[src/lbfc_pkg.sv]
// Shared types, codes and reset values for the LED blink and fade controller.
package lbfc_pkg;

  // Default number of fraction bits in the fixed-point level
  localparam int FRAC_BITS_DEF = 16;

  // Input kinds
  localparam logic [2:0] KIND_STEADY   = 3'd0;
  localparam logic [2:0] KIND_BLINK    = 3'd1;
  localparam logic [2:0] KIND_FADE_IN  = 3'd2;
  localparam logic [2:0] KIND_FADE_OUT = 3'd3;
  localparam logic [2:0] KIND_FADE_IO  = 3'd4;
  localparam logic [2:0] KIND_RESET    = 3'd5;

  // Running effect codes
  localparam logic [2:0] FX_NONE     = 3'd0;
  localparam logic [2:0] FX_BLINK    = 3'd1;
  localparam logic [2:0] FX_FADE_IN  = 3'd2;
  localparam logic [2:0] FX_FADE_OUT = 3'd3;
  localparam logic [2:0] FX_FADE_IO  = 3'd4;

  // Ramp direction codes
  localparam logic [1:0] DIR_ZERO = 2'd0;
  localparam logic [1:0] DIR_UP   = 2'd1;
  localparam logic [1:0] DIR_DOWN = 2'd2;

  // Register indexes (byte address is 4 times the index)
  localparam logic [2:0] REG_MIN_LEVEL    = 3'd0;
  localparam logic [2:0] REG_MAX_LEVEL    = 3'd1;
  localparam logic [2:0] REG_COMMON_ANODE = 3'd2;
  localparam logic [2:0] REG_BLINK_PERIOD = 3'd3;
  localparam logic [2:0] REG_FADE_PERIOD  = 3'd4;

  // Register reset values
  localparam logic [7:0]  MIN_LEVEL_RST    = 8'd0;
  localparam logic [7:0]  MAX_LEVEL_RST    = 8'd255;
  localparam logic [15:0] BLINK_PERIOD_RST = 16'd500;
  localparam logic [15:0] FADE_PERIOD_RST  = 16'd1000;

  // Sequencer states
  typedef enum logic [2:0] {
    ST_IDLE,
    ST_EXEC,
    ST_DIV,
    ST_RAMP,
    ST_FIN
  } st_t;

endpackage

[src/led_blink_fade_controller.sv]
// LED blink and fade controller: tick sequencer, shared serial divider, config port.
//
// Usage: each beat on the in_ channel is one elapsed-time tick carrying the
// wanted effect (in_kind) and the milliseconds since the last tick
// (in_delta_ms). Every accepted tick produces exactly one beat on the out_
// channel with the driven duty, a write strobe, the activity flag, the
// accumulated active time and the running effect.
// Flow: a tick that only sets a level, blinks, or ends a fade period goes
// from EXEC straight to FIN, and the block takes no new tick until it is
// back in IDLE. A tick that steps a fade runs the ramp increment through
// a restoring divider that retires one quotient bit per cycle over
// FRAC_BITS+24 bits in DIV, then adds it to the level in RAMP before FIN,
// and again the block takes no new tick before it is back in IDLE.
// in_stall is high while a tick is in work. The result sits in an output
// register, so a stalled receiver only holds the block at the end of the
// next tick. Registers are written through the APB-style port (pready always
// high) and should only change while the block is idle.
// Reset (rst_n low, synchronous) restores the register defaults, clears the
// effect, the activity counters and the output valid, and sets the duty to 0.
module led_blink_fade_controller
  import lbfc_pkg::*;
#(
  parameter int FRAC_BITS = FRAC_BITS_DEF
) (
  input  logic        clk,
  input  logic        rst_n,
  // tick channel
  input  logic        in_valid,
  output logic        in_stall,
  input  logic [2:0]  in_kind,
  input  logic [15:0] in_delta_ms,
  // result channel
  output logic        out_valid,
  input  logic        out_stall,
  output logic [7:0]  out_duty,
  output logic        out_duty_written,
  output logic        out_led_active,
  output logic [31:0] out_active_ms,
  output logic [2:0]  out_effect,
  // configuration port
  input  logic        psel,
  input  logic        penable,
  input  logic        pwrite,
  input  logic [4:0]  paddr,
  input  logic [31:0] pwdata,
  output logic [31:0] prdata,
  output logic        pready
);

  localparam int LW = FRAC_BITS + 10;   // level width, signed
  localparam int QW = FRAC_BITS + 24;   // dividend and quotient width
  localparam int SW = QW + 2;           // ramp sum width, signed
  localparam int CW = $clog2(QW + 1);
  localparam logic [CW-1:0] DIV_STEPS = CW'(QW);
  localparam logic signed [SW-1:0] LVL_MAX = {{(SW-LW+1){1'b0}}, {(LW-1){1'b1}}};
  localparam logic signed [SW-1:0] LVL_MIN = {{(SW-LW+1){1'b1}}, {(LW-1){1'b0}}};

  // configuration registers
  logic [7:0]  min_level_r;
  logic [7:0]  max_level_r;
  logic        common_anode_r;
  logic [15:0] blink_period_r;
  logic [15:0] fade_period_r;

  // sequencer and latched tick
  st_t         state_r, state_nxt;
  logic [2:0]  kind_r;
  logic [15:0] delta_r;

  // effect state
  logic [2:0]           effect_mode_r, effect_mode_nxt;
  logic [1:0]           ramp_dir_r, ramp_dir_nxt;
  logic [16:0]          phase_timer_r, phase_timer_nxt;
  logic signed [LW-1:0] level_r, level_nxt;
  logic                 active_flag_r, active_flag_nxt;
  logic [31:0]          active_time_r, active_time_nxt;
  logic [7:0]           duty_r, duty_nxt;
  logic                 wrote_r, wrote_nxt;

  // serial divider
  logic [15:0]   div_rem_r, div_rem_nxt;
  logic [QW-1:0] div_quo_r, div_quo_nxt;
  logic [CW-1:0] div_cnt_r, div_cnt_nxt;

  // result register
  logic        out_valid_r;
  logic [7:0]  out_duty_r;
  logic        out_duty_written_r;
  logic        out_led_active_r;
  logic [31:0] out_active_ms_r;
  logic [2:0]  out_effect_r;

  logic cfg_wr;
  logic in_acc;
  logic out_free;

  assign cfg_wr   = psel && penable && pwrite;
  assign pready   = 1'b1;
  assign in_stall = (state_r != ST_IDLE);
  assign in_acc   = in_valid && !in_stall;
  assign out_free = !out_valid_r || !out_stall;

  // read back registers
  always_comb begin
    prdata = '0;
    case (paddr[4:2])
      REG_MIN_LEVEL:    prdata = {24'd0, min_level_r};
      REG_MAX_LEVEL:    prdata = {24'd0, max_level_r};
      REG_COMMON_ANODE: prdata = {31'd0, common_anode_r};
      REG_BLINK_PERIOD: prdata = {16'd0, blink_period_r};
      REG_FADE_PERIOD:  prdata = {16'd0, fade_period_r};
      default:          prdata = '0;
    endcase
  end

  // span of the ramp and its direction
  logic       span_neg;
  logic [7:0] span_mag;
  logic       ramp_up;
  logic [23:0] span_prod;

  assign span_neg  = max_level_r < min_level_r;
  assign span_mag  = span_neg ? (min_level_r - max_level_r) : (max_level_r - min_level_r);
  assign ramp_up   = (ramp_dir_r == DIR_UP) != span_neg;
  assign span_prod = 24'(span_mag) * 24'(delta_r);

  // timer advance and period checks
  logic [16:0] timer_sum;
  logic        blink_expire;
  logic        fade_expire;
  logic        is_fade;
  logic        need_div;

  assign timer_sum    = phase_timer_r + 17'(delta_r);
  assign blink_expire = timer_sum >= {1'b0, blink_period_r};
  assign fade_expire  = timer_sum >= {1'b0, fade_period_r};
  assign is_fade      = (kind_r == KIND_FADE_IN) || (kind_r == KIND_FADE_OUT) ||
                        (kind_r == KIND_FADE_IO);
  assign need_div     = is_fade && (effect_mode_r == kind_r) && !fade_expire;

  // one restoring division step
  logic [16:0] rem_sh;
  logic [16:0] rem_diff;
  logic        rem_ge;

  assign rem_sh   = {div_rem_r, div_quo_r[QW-1]};
  assign rem_ge   = rem_sh >= {1'b0, fade_period_r};
  assign rem_diff = rem_sh - {1'b0, fade_period_r};

  // ramp add with saturation, then duty from the new level
  logic signed [SW-1:0] lvl_ext;
  logic signed [SW-1:0] q_ext;
  logic signed [SW-1:0] lvl_sum;
  logic signed [LW-1:0] lvl_new;
  logic [8:0]           lvl_int;
  logic [7:0]           ramp_duty;
  logic                 ramp_write;

  assign lvl_ext = {{(SW-LW){level_r[LW-1]}}, level_r};
  assign q_ext   = {2'b00, div_quo_r};
  assign lvl_sum = ramp_up ? (lvl_ext + q_ext) : (lvl_ext - q_ext);

  always_comb begin
    if (ramp_dir_r == DIR_ZERO) begin
      lvl_new = level_r;
    end else if (lvl_sum > LVL_MAX) begin
      lvl_new = LVL_MAX[LW-1:0];
    end else if (lvl_sum < LVL_MIN) begin
      lvl_new = LVL_MIN[LW-1:0];
    end else begin
      lvl_new = lvl_sum[LW-1:0];
    end
  end

  assign lvl_int = lvl_new[LW-2:FRAC_BITS];

  always_comb begin
    logic [7:0] d;
    if (lvl_new[LW-1]) begin
      d = 8'd0;
    end else if (lvl_int[8]) begin
      d = 8'hFF;
    end else begin
      d = lvl_int[7:0];
    end
    ramp_duty = common_anode_r ? ~d : d;
  end

  assign ramp_write = (kind_r == KIND_FADE_IO) ||
                      ((kind_r == KIND_FADE_IN) && (ramp_dir_r == DIR_UP)) ||
                      ((kind_r == KIND_FADE_OUT) && (ramp_dir_r == DIR_DOWN));

  // saturating activity sum
  logic [32:0] act_sum;
  assign act_sum = {1'b0, active_time_r} + 33'(delta_r);

  // next state
  always_comb begin
    state_nxt = state_r;
    case (state_r)
      ST_IDLE: if (in_valid) state_nxt = ST_EXEC;
      ST_EXEC: state_nxt = need_div ? ST_DIV : ST_FIN;
      ST_DIV:  if (div_cnt_r == CW'(1)) state_nxt = ST_RAMP;
      ST_RAMP: state_nxt = ST_FIN;
      ST_FIN:  if (out_free) state_nxt = ST_IDLE;
      default: state_nxt = ST_IDLE;
    endcase
  end

  // effect datapath
  always_comb begin
    logic [7:0] set_lv;
    logic       do_set;
    logic       do_toggle;
    logic [2:0] enter_fx;
    logic       do_enter;
    logic       start_max;

    effect_mode_nxt = effect_mode_r;
    ramp_dir_nxt    = ramp_dir_r;
    phase_timer_nxt = phase_timer_r;
    level_nxt       = level_r;
    active_flag_nxt = active_flag_r;
    active_time_nxt = active_time_r;
    duty_nxt        = duty_r;
    wrote_nxt       = wrote_r;
    div_rem_nxt     = div_rem_r;
    div_quo_nxt     = div_quo_r;
    div_cnt_nxt     = div_cnt_r;
    set_lv          = max_level_r;
    do_set          = 1'b0;
    do_toggle       = 1'b0;
    enter_fx        = FX_NONE;
    do_enter        = 1'b0;
    start_max       = 1'b0;

    case (state_r)
      ST_EXEC: begin
        wrote_nxt = 1'b0;
        // track activity for every effect kind
        if (kind_r <= KIND_FADE_IO) begin
          if (!active_flag_r) begin
            active_flag_nxt = 1'b1;
          end else begin
            active_time_nxt = act_sum[32] ? 32'hFFFF_FFFF : act_sum[31:0];
          end
        end
        case (kind_r)
          KIND_STEADY: begin
            phase_timer_nxt = '0;
            effect_mode_nxt = FX_NONE;
            ramp_dir_nxt    = DIR_ZERO;
            set_lv          = max_level_r;
            do_set          = 1'b1;
          end
          KIND_BLINK: begin
            if (effect_mode_r != FX_BLINK) begin
              do_enter  = 1'b1;
              enter_fx  = FX_BLINK;
              start_max = 1'b1;
            end else if (blink_expire) begin
              do_toggle = 1'b1;
            end else begin
              phase_timer_nxt = timer_sum;
            end
          end
          KIND_FADE_IN, KIND_FADE_OUT, KIND_FADE_IO: begin
            if (effect_mode_r != kind_r) begin
              do_enter  = 1'b1;
              enter_fx  = kind_r;
              start_max = (kind_r == KIND_FADE_OUT);
            end else if (fade_expire) begin
              do_toggle = 1'b1;
            end else begin
              // load the divider with span * delta scaled to fixed point
              phase_timer_nxt = timer_sum;
              div_rem_nxt     = '0;
              div_quo_nxt     = {span_prod, {FRAC_BITS{1'b0}}};
              div_cnt_nxt     = DIV_STEPS;
            end
          end
          KIND_RESET: begin
            phase_timer_nxt = '0;
            effect_mode_nxt = FX_NONE;
            ramp_dir_nxt    = DIR_ZERO;
            set_lv          = min_level_r;
            do_set          = 1'b1;
            active_time_nxt = '0;
            active_flag_nxt = 1'b0;
          end
          default: ;
        endcase

        // restart an effect at its start level
        if (do_enter) begin
          phase_timer_nxt = '0;
          effect_mode_nxt = enter_fx;
          set_lv          = start_max ? max_level_r : min_level_r;
          do_set          = 1'b1;
          ramp_dir_nxt    = start_max ? DIR_DOWN : DIR_UP;
        end

        // end of period: jump to the far end and turn around
        if (do_toggle) begin
          phase_timer_nxt = '0;
          if (ramp_dir_r == DIR_UP) begin
            set_lv       = max_level_r;
            do_set       = 1'b1;
            ramp_dir_nxt = DIR_DOWN;
          end else if (ramp_dir_r == DIR_DOWN) begin
            set_lv       = min_level_r;
            do_set       = 1'b1;
            ramp_dir_nxt = DIR_UP;
          end
        end

        if (do_set) begin
          level_nxt = {2'b00, set_lv, {FRAC_BITS{1'b0}}};
          duty_nxt  = common_anode_r ? ~set_lv : set_lv;
          wrote_nxt = 1'b1;
        end
      end

      ST_DIV: begin
        div_rem_nxt = rem_ge ? rem_diff[15:0] : rem_sh[15:0];
        div_quo_nxt = {div_quo_r[QW-2:0], rem_ge};
        div_cnt_nxt = div_cnt_r - CW'(1);
      end

      ST_RAMP: begin
        level_nxt = lvl_new;
        if (ramp_write) begin
          duty_nxt  = ramp_duty;
          wrote_nxt = 1'b1;
        end
      end

      default: ;
    endcase
  end

  // registers
  always_ff @(posedge clk) begin
    if (!rst_n) begin
      min_level_r        <= MIN_LEVEL_RST;
      max_level_r        <= MAX_LEVEL_RST;
      common_anode_r     <= 1'b0;
      blink_period_r     <= BLINK_PERIOD_RST;
      fade_period_r      <= FADE_PERIOD_RST;
      state_r            <= ST_IDLE;
      effect_mode_r      <= FX_NONE;
      ramp_dir_r         <= DIR_ZERO;
      phase_timer_r      <= '0;
      level_r            <= {2'b00, MIN_LEVEL_RST, {FRAC_BITS{1'b0}}};
      active_flag_r      <= 1'b0;
      active_time_r      <= '0;
      duty_r             <= MIN_LEVEL_RST;
      wrote_r            <= 1'b0;
      div_cnt_r          <= '0;
      out_valid_r        <= 1'b0;
    end else begin
      // configuration writes
      if (cfg_wr) begin
        case (paddr[4:2])
          REG_MIN_LEVEL:    min_level_r    <= pwdata[7:0];
          REG_MAX_LEVEL:    max_level_r    <= pwdata[7:0];
          REG_COMMON_ANODE: common_anode_r <= pwdata[0];
          REG_BLINK_PERIOD: blink_period_r <= pwdata[15:0];
          REG_FADE_PERIOD:  fade_period_r  <= pwdata[15:0];
          default: ;
        endcase
      end
      state_r       <= state_nxt;
      effect_mode_r <= effect_mode_nxt;
      ramp_dir_r    <= ramp_dir_nxt;
      phase_timer_r <= phase_timer_nxt;
      level_r       <= level_nxt;
      active_flag_r <= active_flag_nxt;
      active_time_r <= active_time_nxt;
      duty_r        <= duty_nxt;
      wrote_r       <= wrote_nxt;
      div_cnt_r     <= div_cnt_nxt;
      // drop the result beat once taken, load a new one at the end of a tick
      if (state_r == ST_FIN && out_free) begin
        out_valid_r <= 1'b1;
      end else if (!out_stall) begin
        out_valid_r <= 1'b0;
      end
    end
  end

  // payload registers
  always_ff @(posedge clk) begin
    if (in_acc) begin
      kind_r  <= in_kind;
      delta_r <= in_delta_ms;
    end
    div_rem_r <= div_rem_nxt;
    div_quo_r <= div_quo_nxt;
    if (state_r == ST_FIN && out_free) begin
      out_duty_r         <= duty_r;
      out_duty_written_r <= wrote_r;
      out_led_active_r   <= active_flag_r;
      out_active_ms_r    <= active_time_r;
      out_effect_r       <= effect_mode_r;
    end
  end

  assign out_valid        = out_valid_r;
  assign out_duty         = out_duty_r;
  assign out_duty_written = out_duty_written_r;
  assign out_led_active   = out_led_active_r;
  assign out_active_ms    = out_active_ms_r;
  assign out_effect       = out_effect_r;

`ifndef SYNTHESIS
  // a result beat only appears at the end of a tick
  a_out_from_fin: assert property (@(posedge clk) disable iff (!rst_n)
    $rose(out_valid_r) |-> $past(state_r == ST_FIN))
    else $error("result beat raised outside the final step");

  // a running effect always has a ramp direction
  a_effect_dir: assert property (@(posedge clk) disable iff (!rst_n)
    (effect_mode_r != FX_NONE) |-> (ramp_dir_r != DIR_ZERO))
    else $error("effect running without a direction");

  // the divider remainder stays below the fade period
  a_div_rem: assert property (@(posedge clk) disable iff (!rst_n)
    (state_r == ST_DIV) |-> ({1'b0, div_rem_r} < {1'b0, fade_period_r}))
    else $error("divider remainder out of range");
`endif

endmodule
[config.mk]
export PLATFORM = sky130hd
export DESIGN_NAME = led_blink_fade_controller
export DESIGN_NICKNAME = d
export VERILOG_FILES = /design/src/lbfc_pkg.sv /design/src/led_blink_fade_controller.sv
export SDC_FILE = /design/constraint.sdc
export NUM_CORES = 1
export LEC_CHECK = 0
export ABC_AREA = 0
export BUFFER_PORTS_ARGS = -buffer_cell sky130_fd_sc_hd__buf_2
export CAP_MARGIN = 20
export CORE_MARGIN = 3
export CORE_UTILIZATION = 55
export CTS_BUF_LIST = sky130_fd_sc_hd__clkbuf_2 sky130_fd_sc_hd__clkbuf_4 sky130_fd_sc_hd__clkbuf_8
export DETAILED_ROUTE_END_ITERATION = 6
export GPL_TIMING_DRIVEN = 0
export HOLD_SLACK_MARGIN = 0.08
export PLACE_DENSITY = 0.77
export SKIP_LAST_GASP = 1
export SYNTH_ARGS = -nofsm -noshare
export SYNTH_HDL_FRONTEND = slang
export SYNTH_SLANG_ARGS = --single-unit
[constraint.sdc]
create_clock -name clk -period 10.47 [get_ports clk]
set_clock_uncertainty 0.05 [all_clocks]
set_input_delay 2.094 -clock clk [delete_from_list [all_inputs] [get_ports clk]]
set_output_delay 2.094 -clock clk [all_outputs]
set_load 0.005 [all_outputs]
==> metrics.txt <==
run status finished clean; Critical Path Sink Type register; hold violation count in the final report 0; slew of the pin with the lowest slew margin 1.00 ns; RSZ-0062 raised after global routing false; count of input and output buffers 106; wire per inst 19.3 um; data arrival time of the critical path 10.28 ns; DRC 0; proportion of synthesized flip-flops having asynchronous set or reset 0%; Num CTS Buffers 48; cts-stage hold buffer count 0; worst setup path category reg2reg; fill cell instance count of the final layout 3440; Total Wirelength 64000 um; Final nets 3095; CORE AREA 39300 um2; peak per-stage delay on the critical path 0.73 ns; worst-path fanout max 10; FMAX 102 MHz; die height 207 um; critical path startpoint category register; flop and latch count out of synthesis 269; required time of the critical path 10.91 ns; row count 72; number of max-cap violations 0; horizontal die dimension 207 um; TritonCTS clock tree yes; share of the clock period used by the worst path 94.0%; total vias in the final route 20000; clk_lat worst skew 0.64 ns; most frequent standard cell in the layout excluding fill and tap cells nand2_1; Min Clock Period, post-route 9.84 ns; post-synthesis cell type count 82; cell area power density 177 nW/um2; synthesized instance count 2582; largest net degree at the start of global routing 32; DIE AREA 42800 um2; GPL Wtd Cong 0.978; synthesis-to-finish area growth 10.7%; Slew headroom 32.8%; share of cells above drive strength 1 8.76%; area of the mapped netlist 22200 um2; maximum vdd drop 0.000277 V; antenna violations before repair 1; number of setup violations in the final report 0; HPWL after DPL 49800 um; maximum buffer depth of the clock tree 3; Antenna Cells 0; Mapped Avg Cell Area 8.61 um2; clock transition at the registers of the reported paths 0.07 ns; violation count after the first detailed-routing iteration 2208; number of global-route vias before repair 19300; H-tree level count 2; clock net sink count 269; Resize count post-CTS 0; number of synthesis warnings 0; library cell used as clock root buffer clkbuf_8; class of the tightest hold or removal check reg2reg; remaining antenna violation count 0; I/O pins 143; remaining global-route overflow 0; number of pins exceeding their max-slew limit in the final report 0; via density per instance 6.03; most frequent cells in the layout 318 x nand2_1, 190 x inv_1, 183 x ha_1, 163 x a21oi_1, 157 x o21ai_0; number of enable flip-flop cells after synthesis 120; family with the most delay on the worst path compound AO/OA/AOI/OAI gates; static leakage 0.0105 uW; initial core utilization 56.6%; flip-flop cell with the highest count after synthesis dfxtp_1; total chip power 4350 uW; part of the Yosys area used for sequential elements 29.6%; global-route wire length before repair 102000 um; cell with the largest stage delay on the worst path xnor2_1; Post-CTS Setup Bufs 0; Min Hold Slack 0.388 ns; length of the first detailed-routing pass in iterations 5; global-route total usage across every layer 29.7%; number of buffer and inverter instances along the worst setup path 3
==> per-stage QoR <==
stage / cell area [um2] / setup TNS, ns / instances / utilization [%] / setup slack, ns
final: 24600 / 0 / 3315 / 62.6 / 0.626
after global routing: 24600 / 0 / 3315 / 62.6 / 0.00595
after CTS: 24600 / 0 / 3314 / 62.6 / 0.799
after detailed placement: 23600 / 0 / 3226 / 60.0 / 0.837
after global placement: 23500 / -77.55 / 3221 / 59.7 / -1.35
after floorplan: 22300 / 0 / 2597 / - / 1.64
==> logic make-up (layout without fill, tap and decap cells) <==
| logic type | after synthesis | after routing | share of synthesized area [%] |
|---|---|---|---|
| XOR/XNOR | 136 | 136 | 5.45 |
| other | 2 | 17 | 0.0338 |
| multiplexers | 45 | 45 | 2.06 |
| adder cells (fa/ha/maj) | 273 | 273 | 18.4 |
| flip-flops | 269 | 269 | 29.6 |
| AO/OA/AOI/OAI | 670 | 670 | 19.4 |
| AND/OR/NAND/NOR | 871 | 871 | 19.2 |
| buffers and inverters | 316 | 516 | 5.76 |
==> worst reg2reg max path, delay by kind of cell, from the launching register on <==
kind                     cells  cell delay, ns
AO/OA/AOI/OAI               20            4.06
AND/OR/NAND/NOR              2            0.66
adder cells (fa/ha/maj)      7            3.08
buffers and inverters        3            0.66
XOR/XNOR                     1            0.73
flip-flops                   1            0.48
==> Yosys cell counts, drive strengths merged, types with 17 or more instances <==
cell	n	area share, %
a21o	43	1.5
nand3	42	0.95
o31ai	18	0.61
xor2	47	1.9
a21boi	41	1.4
and2	72	2.0
a221oi	24	0.95
o21a	18	0.61
nand2	318	5.4
dfxtp	149	13
or3	28	0.81
ha	183	10
nor2	155	2.6
nor2b	72	2.0
o211ai	31	1.0
xnor2	89	3.6
a22oi	17	0.57
a21oi	164	3.7
o21ai	170	3.8
inv	190	3.2
nand2b	35	0.99
buf	31	0.94
edfxtp	120	16
and3	29	0.82
nor3	37	0.83
a31oi	20	0.56
mux2i	39	1.8
clkbuf	95	1.6
a22o	18	0.71
fa	90	8.1
nand4	21	0.59
==> path summary, 6_finish.rpt <==
path                                from                      end  slack, ns  cells past startpoint
max reg2reg  min_level_r[0]$_SDFFE_PN0P_  div_quo_r[39]$_DFFE_PP_       0.63                     33
max          min_level_r[0]$_SDFFE_PN0P_  div_quo_r[39]$_DFFE_PP_       0.63                     33
min               duty_r[0]$_SDFFE_PN0P_    out_duty[0]$_DFFE_PP_       0.39                      0
min reg2reg       duty_r[0]$_SDFFE_PN0P_    out_duty[0]$_DFFE_PP_       0.39                      0
==> power breakdown <==
group          internal [uW]  switching, uW
combinational            902           1140
sequential              1220           27.3
clock                    586            474
total                   2710           1640
==> flip-flops by register name, summed over array words and instances (netlist names), 2 cells and up <==
signal,count
level_r,26
kind_r,3
out_effect,3
delta_r,16
div_cnt_r,6
phase_timer_r,17
max_level_r,8
blink_period_r,16
out_duty,8
div_rem_r,16
effect_mode_r,3
out_active_ms,32
div_quo_r,40
fade_period_r,16
min_level_r,8
ramp_dir_r,2
state_r,3
duty_r,8
active_time_r,32
==> final cells by class <==
type | count | area (um2) | area share, %
Buffer | 126 | 566 | 2.30
Clock buffer | 64 | 818 | 3.33
Clock inverter | 24 | 203 | 0.824
Inverter | 190 | 713 | 2.90
Multi-Input combinational cell | 2012 | 14400 | 58.7
Sequential cell | 269 | 6590 | 26.8
Tap cell | 518 | 648 | 2.64
Timing Repair Buffer | 112 | 626 | 2.54
==> per-layer routing <==
layer	GRT usage, %	part of all wire (%)
met5	0	0
met4	11.8	3.9
met3	4.53	7.0
met2	49.0	46
met1	39.3	43
(Power assumes the default switching activity.)
